--- src/hw/rtl/uart_pkg.sv ---
// Shared types, constants and the bit-period counter step for the 8N1 UART
// with receive FIFO. No dependencies; used by every module in hw/rtl.
package uart_pkg;

   localparam int FifoDepth = 16;
   localparam int FifoAw    = $clog2(FifoDepth);
   localparam int FifoCw    = $clog2(FifoDepth + 1);
   localparam int BitTimeW  = 16;
   localparam int DataW     = 8;

   localparam logic [BitTimeW-1:0] BitTimeReset = BitTimeW'(18);
   localparam logic [BitTimeW-1:0] TickSat      = '1;
   localparam logic [3:0]          TxLastData   = 4'd8;
   localparam logic [3:0]          TxStopBit    = 4'd9;
   localparam logic [2:0]          RxLastBit    = 3'd7;

   typedef struct packed {
      logic             done;
      logic [BitTimeW-1:0] count;
   } period_type;

   typedef struct packed {
      logic             have_byte;
      logic [DataW-1:0] data;
   } rx_byte_type;

   typedef struct packed {
      logic level;
      logic busy;
   } tx_status_type;

   // One tick of a bit period: saturating count, period ends at or past bit_time.
   function automatic period_type period_step(input logic [BitTimeW-1:0] count,
                                              input logic [BitTimeW-1:0] bit_time);
      period_type       res;
      logic [BitTimeW-1:0] nxt;
      nxt = (count == TickSat) ? count : count + BitTimeW'(1);
      res.done  = (nxt >= bit_time);
      res.count = res.done ? '0 : nxt;
      return res;
   endfunction

   function automatic logic [FifoAw-1:0] next_slot(input logic [FifoAw-1:0] p);
      return (p == FifoAw'(FifoDepth - 1)) ? '0 : p + FifoAw'(1);
   endfunction

endpackage

--- src/hw/rtl/uart_rx.sv ---
// UART receiver: start-edge detect and eight timed data samples, LSB first.
// Depends on uart_pkg.
module uart_rx (
   input  logic                          clock,
   input  logic                          reset,
   input  logic                          tick_en,
   input  logic                          rx_level,
   input  logic [uart_pkg::BitTimeW-1:0] bit_time,
   output uart_pkg::rx_byte_type         rx_byte
);
   import uart_pkg::*;

   logic                prev_ff, prev_in;
   logic                active_ff, active_in;
   logic [BitTimeW-1:0] count_ff, count_in;
   logic [2:0]          idx_ff, idx_in;
   logic [DataW-1:0]    shift_ff, shift_in;
   period_type          per;

   always_comb begin
      per       = period_step(count_ff, bit_time);
      prev_in   = rx_level;
      active_in = active_ff;
      count_in  = count_ff;
      idx_in    = idx_ff;
      shift_in  = shift_ff;
      rx_byte.have_byte = 1'b0;
      rx_byte.data      = '0;
      if (active_ff) begin
         count_in = per.count;
         if (per.done) begin
            shift_in = {rx_level, shift_ff[DataW-1:1]};
            idx_in   = idx_ff + 3'd1;
            if (idx_ff == RxLastBit) begin
               rx_byte.have_byte = tick_en;
               rx_byte.data      = shift_in;
               active_in         = 1'b0;
               idx_in            = '0;
            end
         end
      end else if (prev_ff && !rx_level) begin
         active_in = 1'b1;
         count_in  = '0;
         idx_in    = '0;
         shift_in  = '0;
      end
   end

   always_ff @(posedge clock) begin
      if (reset) begin
         prev_ff   <= 1'b1;
         active_ff <= 1'b0;
         count_ff  <= '0;
         idx_ff    <= '0;
         shift_ff  <= '0;
      end else if (tick_en) begin
         prev_ff   <= prev_in;
         active_ff <= active_in;
         count_ff  <= count_in;
         idx_ff    <= idx_in;
         shift_ff  <= shift_in;
      end
   end

endmodule

--- src/hw/rtl/uart_tx.sv ---
// UART transmitter: start bit, eight data bits LSB first, one stop bit.
// Depends on uart_pkg.
module uart_tx (
   input  logic                          clock,
   input  logic                          reset,
   input  logic                          tick_en,
   input  logic                          tx_start,
   input  logic [uart_pkg::DataW-1:0]    tx_byte,
   input  logic [uart_pkg::BitTimeW-1:0] bit_time,
   output uart_pkg::tx_status_type       tx_status
);
   import uart_pkg::*;

   logic                active_ff, active_in;
   logic                line_ff, line_in;
   logic [BitTimeW-1:0] count_ff, count_in;
   logic [3:0]          idx_ff, idx_in;
   logic [DataW-1:0]    shift_ff, shift_in;
   period_type          per;

   always_comb begin
      per       = period_step(count_ff, bit_time);
      active_in = active_ff;
      line_in   = line_ff;
      count_in  = count_ff;
      idx_in    = idx_ff;
      shift_in  = shift_ff;
      if (active_ff) begin
         count_in = per.count;
         if (per.done) begin
            idx_in = idx_ff + 4'd1;
            if (idx_in <= TxLastData) begin
               line_in = shift_ff[idx_ff[2:0]];
            end else if (idx_in == TxStopBit) begin
               line_in = 1'b1;
            end else begin
               // stop bit done: back to idle
               line_in   = 1'b1;
               active_in = 1'b0;
               idx_in    = '0;
            end
         end
      end else if (tx_start) begin
         active_in = 1'b1;
         count_in  = '0;
         idx_in    = '0;
         shift_in  = tx_byte;
         line_in   = 1'b0;
      end
   end

   always_ff @(posedge clock) begin
      if (reset) begin
         active_ff <= 1'b0;
         line_ff   <= 1'b1;
         count_ff  <= '0;
         idx_ff    <= '0;
         shift_ff  <= '0;
      end else if (tick_en) begin
         active_ff <= active_in;
         line_ff   <= line_in;
         count_ff  <= count_in;
         idx_ff    <= idx_in;
         shift_ff  <= shift_in;
      end
   end

   assign tx_status.level = line_ff;
   assign tx_status.busy  = active_ff;

endmodule

--- src/hw/rtl/uart_rxfifo.sv ---
// Receive FIFO: byte memory with registered read, head/tail pointers and count.
// Pop is served before push; a push into a full FIFO is dropped. Depends on uart_pkg.
module uart_rxfifo (
   input  logic                        clock,
   input  logic                        reset,
   input  logic                        tick_en,
   input  logic                        pop_req,
   input  uart_pkg::rx_byte_type       rx_byte,
   output logic                        pop_valid,
   output logic [uart_pkg::DataW-1:0]  pop_byte,
   output logic [uart_pkg::FifoCw-1:0] fifo_level,
   output logic                        byte_dropped
);
   import uart_pkg::*;

   logic [DataW-1:0]  mem [FifoDepth];
   logic [DataW-1:0]  rd_data_ff;
   logic [FifoAw-1:0] head_ff, head_in;
   logic [FifoAw-1:0] tail_ff, tail_in;
   logic [FifoCw-1:0] count_ff, count_in, count_popped;
   logic              pop_valid_ff, dropped_ff;
   logic              do_pop, do_push, drop;

   always_comb begin
      do_pop       = tick_en && pop_req && (count_ff != '0);
      count_popped = do_pop ? count_ff - FifoCw'(1) : count_ff;
      drop         = rx_byte.have_byte && (count_popped == FifoCw'(FifoDepth));
      do_push      = rx_byte.have_byte && !drop;
      count_in     = do_push ? count_popped + FifoCw'(1) : count_popped;
      head_in      = do_pop  ? next_slot(head_ff) : head_ff;
      tail_in      = do_push ? next_slot(tail_ff) : tail_ff;
   end

   // Read-first: a push into the slot being popped this cycle returns old data.
   always_ff @(posedge clock) begin
      if (do_pop) begin
         rd_data_ff <= mem[head_ff];
      end
      if (do_push) begin
         mem[tail_ff] <= rx_byte.data;
      end
   end

   always_ff @(posedge clock) begin
      if (reset) begin
         head_ff      <= '0;
         tail_ff      <= '0;
         count_ff     <= '0;
         pop_valid_ff <= 1'b0;
         dropped_ff   <= 1'b0;
      end else if (tick_en) begin
         head_ff      <= head_in;
         tail_ff      <= tail_in;
         count_ff     <= count_in;
         pop_valid_ff <= do_pop;
         dropped_ff   <= drop;
      end
   end

   assign pop_valid    = pop_valid_ff;
   assign pop_byte     = pop_valid_ff ? rd_data_ff : '0;
   assign fifo_level   = count_ff;
   assign byte_dropped = dropped_ff;

endmodule

--- src/hw/rtl/uart_8n1_with_receive_fifo_top.sv ---
// Top level of the 8N1 UART with receive FIFO.
// Depends on uart_pkg, uart_rx, uart_tx and uart_rxfifo.
//
// Usage:
//  - req_* carries one serial tick per transaction: receive line level, a
//    transmit request with its byte, and a pop request for the receive FIFO.
//  - rsp_* returns one transaction per request: transmit line and busy after
//    the tick, the popped byte (0 if none), the FIFO fill level and a drop flag.
//  - csr_* writes bit_time (ticks per serial bit, reset 18); csr_ready is
//    always high. Write it only while no request is outstanding.
//  - The response is registered at the edge that takes its request. Throughput
//    is one request per cycle while req_stall is low; all state updates (rx and
//    tx counters, FIFO pointers, FIFO memory read and write) complete in the
//    cycle of acceptance, and the memory read data register holds the popped byte.
//  - Reset clears all control state; the line levels return to idle high and
//    the FIFO is empty. No clearing pass is needed: FIFO entries are read
//    only after they are written.
//  - While rsp_stall holds a pending response, req_stall is raised and the
//    state freezes; a request is taken in the same cycle the response leaves.
module uart_8n1_with_receive_fifo_top (
   input  logic                          clock,
   input  logic                          reset,
   input  logic                          req_valid,
   output logic                          req_stall,
   input  logic                          req_rx_level,
   input  logic                          req_tx_start,
   input  logic [uart_pkg::DataW-1:0]    req_tx_byte,
   input  logic                          req_pop_req,
   output logic                          rsp_valid,
   input  logic                          rsp_stall,
   output logic                          rsp_tx_level,
   output logic                          rsp_tx_busy,
   output logic                          rsp_pop_valid,
   output logic [uart_pkg::DataW-1:0]    rsp_pop_byte,
   output logic [uart_pkg::FifoCw-1:0]   rsp_fifo_level,
   output logic                          rsp_byte_dropped,
   input  logic                          csr_valid,
   output logic                          csr_ready,
   input  logic [uart_pkg::BitTimeW-1:0] csr_data
);
   import uart_pkg::*;

   logic                csr_write;
   logic [BitTimeW-1:0] bit_time_ff, bit_time_in;
   logic                rsp_valid_ff, rsp_valid_in;
   logic                tick_en;
   rx_byte_type         rx_byte;
   tx_status_type       tx_status;

   assign csr_ready = 1'b1;
   assign req_stall = rsp_valid_ff && rsp_stall;
   assign tick_en   = req_valid && !req_stall;

   always_comb begin
      rsp_valid_in = tick_en || (rsp_valid_ff && rsp_stall);
      csr_write    = csr_valid && csr_ready;
      bit_time_in  = csr_write ? csr_data : bit_time_ff;
   end

   always_ff @(posedge clock) begin
      if (reset) begin
         bit_time_ff  <= BitTimeReset;
         rsp_valid_ff <= 1'b0;
      end else begin
         bit_time_ff  <= bit_time_in;
         rsp_valid_ff <= rsp_valid_in;
      end
   end

   uart_rx u_rx (
      .clock    (clock),
      .reset    (reset),
      .tick_en  (tick_en),
      .rx_level (req_rx_level),
      .bit_time (bit_time_ff),
      .rx_byte  (rx_byte)
   );

   uart_tx u_tx (
      .clock     (clock),
      .reset     (reset),
      .tick_en   (tick_en),
      .tx_start  (req_tx_start),
      .tx_byte   (req_tx_byte),
      .bit_time  (bit_time_ff),
      .tx_status (tx_status)
   );

   uart_rxfifo u_fifo (
      .clock        (clock),
      .reset        (reset),
      .tick_en      (tick_en),
      .pop_req      (req_pop_req),
      .rx_byte      (rx_byte),
      .pop_valid    (rsp_pop_valid),
      .pop_byte     (rsp_pop_byte),
      .fifo_level   (rsp_fifo_level),
      .byte_dropped (rsp_byte_dropped)
   );

   assign rsp_valid    = rsp_valid_ff;
   assign rsp_tx_level = tx_status.level;
   assign rsp_tx_busy  = tx_status.busy;

   a_level_bound : assert property (@(posedge clock) disable iff (reset)
      rsp_fifo_level <= FifoCw'(FifoDepth))
      else $error("fifo level above depth");

   a_drop_when_full : assert property (@(posedge clock) disable iff (reset)
      rsp_byte_dropped |-> (rsp_fifo_level == FifoCw'(FifoDepth)))
      else $error("byte dropped while fifo not full");

   a_idle_line_high : assert property (@(posedge clock) disable iff (reset)
      $fell(rsp_tx_busy) |-> rsp_tx_level)
      else $error("transmit line not idle high after frame");

   a_frozen_on_stall : assert property (@(posedge clock) disable iff (reset)
      (rsp_valid && rsp_stall) |=> ($stable(rsp_fifo_level) && $stable(rsp_pop_byte)))
      else $error("state advanced while response stalled");

endmodule

--- config.mk ---
export PLATFORM = sky130hd
export DESIGN_NAME = uart_8n1_with_receive_fifo_top
export DESIGN_NICKNAME = d
export VERILOG_FILES = /design/src/hw/rtl/uart_pkg.sv /design/src/hw/rtl/uart_rx.sv /design/src/hw/rtl/uart_tx.sv /design/src/hw/rtl/uart_rxfifo.sv /design/src/hw/rtl/uart_8n1_with_receive_fifo_top.sv
export SDC_FILE = /design/constraint.sdc
export NUM_CORES = 1
export LEC_CHECK = 0
export BUFFER_PORTS_ARGS = -buffer_cell sky130_fd_sc_hd__clkbuf_2
export CAP_MARGIN = 20
export CORE_ASPECT_RATIO = 1.5
export CORE_MARGIN = 2
export CORE_UTILIZATION = 40
export DETAILED_ROUTE_END_ITERATION = 10
export GPL_TIMING_DRIVEN = 0
export SYNTH_ARGS = -nofsm -noshare
export SYNTH_HDL_FRONTEND = slang
export SYNTH_SLANG_ARGS = --single-unit
--- constraint.sdc ---
create_clock -name clock -period 8.6 [get_ports clock]
set_input_delay 0.86 -clock clock [delete_from_list [all_inputs] [get_ports clock]]
set_output_delay 0.86 -clock clock [all_outputs]
set_load 0.01 [all_outputs]
==> impl_metrics.yaml <==
outcome:
  status: "completed"
power_and_ir_drop:
  power_w: 0.00232
  peakVddDrop_mv: 0.145
  cellLeakagePower_nw: 4.75
  p_per_area_nw_per_um2: 189
detailed_routing:
  wl_per_cell_um: 19.1
  routed_wirelength_mm: 25.2
  postRouteAntennaNets: 0
  route.detailed.drc: 0
  drt_iter0_drc: 466
  vias: 7235
  vias_per_cell: 5.48
  drtPass1Iterations: 5
  top_layer_used: "met4"
  met3_wirelength_um: 811
  wl_met2_mm: 13.7
  route.layer.met1.wl_mm: 9.63
clock_tree:
  cts_buffer_depth: 3
  post_cts_buffers: 0
  htreeDepth: 1
  clk_pin_slew_ns: 0.06
  cts_resized: 0
  hold_buffers: 0
  numCtsBuffers: 23
  cts_sinks: 226
  clk_latency_ns: 0.50
  cts_tree: "done"
  cts-root-buf: "clkbuf_16"
setup_path:
  rr_startpoint: "u_rx.count_ff[6]"
  cp.arrival_ns: 5.17
  rr_worst_depth: 13
  cp_max_fo: 10
  cp_data_required_time_ns: 8.74
  worstSetupPathType: "reg -> reg"
  timing.rr.end: "u_fifo.mem[5][0]"
  startpoint_type: "flip-flop"
  crit_path_end_kind: "flip-flop"
  r2r_slack_ns: 3.57
timing:
  max_freq_ghz: 0.199
  slew_violations: 0
  slew_headroom: 0.323
  final-setup-viol-count: 0
  finalSetupTns_ns: 0
  tightest_slew_ns: 1.01
  fin_crit_sh: 0.585
  fin_skew_ns: 0.0137
  fin_ws_ns: 3.57
  hold_viol: 0
  rsz0062_at_grt: "no"
  fin_crit_ns: 5.03
yosys:
  synth_top_family_by_area: "simple AND/OR/NAND/NOR gates"
  synth_top_area_share: 0.377
  synth_xor_area_frac: 0.0202
  netlist_top_cells_count: "136 x edfxtp_1, 90 x dfxtp_1, 62 x nand2_1"
  yosysMostFrequentCell: "edfxtp_1"
  post-synth-top-area-cell: "edfxtp_1"
  synth-seq-cells: 226
  synthAdderAreaFrac: 0.0543
  synth_edf_count: 136
  syn_area_per_cell_sq_um: 12.1
  syn_area_sq_um: 10800
  async_reset_ff_frac: 0
  yosysSeqAreaShare: 0.543
  muxShareOfSynthArea: 0.119
  yosys_most_used_dff: "edfxtp_1"
  synth_compound_area_frac: 0.0974
  synth-simple-area-share: 0.136
  ys_types: 70
  syn_inst: 894
  synth_area_leaders: "edfxtp_1 38%, dfxtp_1 17%, mux4_2 8.7%"
  syn_nets: 973
  ys.warnings.count: 0
floorplanning:
  die_y_um: 206
  start_util: 0.408
  pin_count: 52
  num_rows: 73
  die_area_sq_um: 28500
  die_w_um: 138
  core_area_sq_um: 26600
cells_and_area:
  diodes: 0
  area_delta_synth_final_pct: 13.3
  layout.nets: 1046
  drive_above_1_share: 0.161
  final_util: 0.462
worst_hold_path:
  holdPathEnd: "u_rx.prev_ff"
  min_delay_path_depth: 2
  min_from: "u_rx.prev_ff"
  worst_hold_path_type: "reg -> reg"
global_routing:
  grt_pass1_vias: 7295
  grt_antenna_before_repair: 0
  grt_pass1_wl_mm: 39.9
  grt_util_all_layers: 0.178
  grt-ovfl-total: 0
  grt_max_degree: 17
placement:
  gp_congestion: 0.888
  place_ws_ns: 3.60
  io_buffers: 48
  post-dp-hpwl_mm: 18.8
run:
  drv_cap: 0
[critical path, stage by stage (launching register included)]
cell and delay, ns:
dfxtp_1 0.31, clkbuf_1 0.26, nand4_1 0.24, nor4_1 0.67, nand3_1 0.16, mux2_2 0.33
ha_1 0.33, nand4_2 0.14, or3_4 0.43, o41a_1 0.53, a211o_1 0.43, nor2_4 0.22
buf_4 0.19, and3_1 0.44
[power by group]
part	total [W]	leakage (nW)	internal (W)	switching, W
logic	0.000139	2.16	0.0000523	0.0000867
registers	0.00116	2.21	0.00115	0.00000987
clock network	0.00103	0.380	0.000613	0.000415
total	0.00232	4.75	0.00181	0.000511
[state kept, by name (all words and copies together) (netlist names), 3 cells and up]
register           cells
u_rx.count_ff         16
u_tx.idx_ff            4
u_tx.shift_ff          8
u_fifo.head_ff         4
u_rx.idx_ff            3
u_fifo.mem           128
u_fifo.fifo_level      5
bit_time_ff           16
u_rx.shift_ff          7
u_fifo.rd_data_ff      8
u_tx.count_ff         16
u_fifo.tail_ff         4
[cells by family (layout without fill, tap and decap cells)]
group           Yosys count  after routing
compound gates          152            152
buf+inv                  82            171
other cells               1              1
xor+xnor                 25             25
mux                      76             76
fa+ha+maj                47             47
flops                   226            226
simple gates            285            285
[per-layer routing]
metal,global-route usage,vias up
li1,-,3543
met1,0.191,3474
met2,0.351,158
met3,0.0193,60
met4,0.0776,0
met5,0,-
[worst max-delay path by stage]
stage	startpoint	end	slack, ns	cells after the start
after CTS	u_rx.count_ff[6]	u_fifo.mem[10][7]	3.56	12
after global placement	u_rx.count_ff[6]	u_fifo.mem[1][3]	3.61	13
after global routing	u_rx.count_ff[6]	u_fifo.mem[10][7]	3.29	12
after detailed placement	u_rx.count_ff[6]	u_fifo.mem[8][7]	3.60	12
final	u_rx.count_ff[6]	u_fifo.mem[5][0]	3.57	13
after floorplan	u_rx.count_ff[6]	u_fifo.mem[15][0]	4.40	13
[metrics by stage]
stage,cells,instance area [sq um],hold slack [ns]
after floorplan,894,10800,0.433
after global placement,1279,11500,0.444
after CTS,1320,12300,0.469
after detailed placement,1279,11500,0.453
after global routing,1320,12300,0.509
final,1320,12300,0.467
[layout make-up]
cell class | count | area [sq um]
clock buffer | 29 | 631
sequential | 226 | 5890
clock inverter | 12 | 154
buffer | 45 | 183
fill | 2409 | 14300
multi-input combinational | 586 | 4630
inverter | 37 | 139
tap | 337 | 422
timing repair buffer | 48 | 240
[cells in the final DEF (no fill, tap or decap), types with 34 or more instances in the layout]
cell	instances
edfxtp_1	136
dfxtp_1	90
nand2_1	62
nor2_1	56
clkbuf_2	51
ha_1	47
nand3_1	44
mux4_2	42
inv_1	36
a21oi_1	36
clkbuf_1	34
Power figures use the tool's default switching activity.
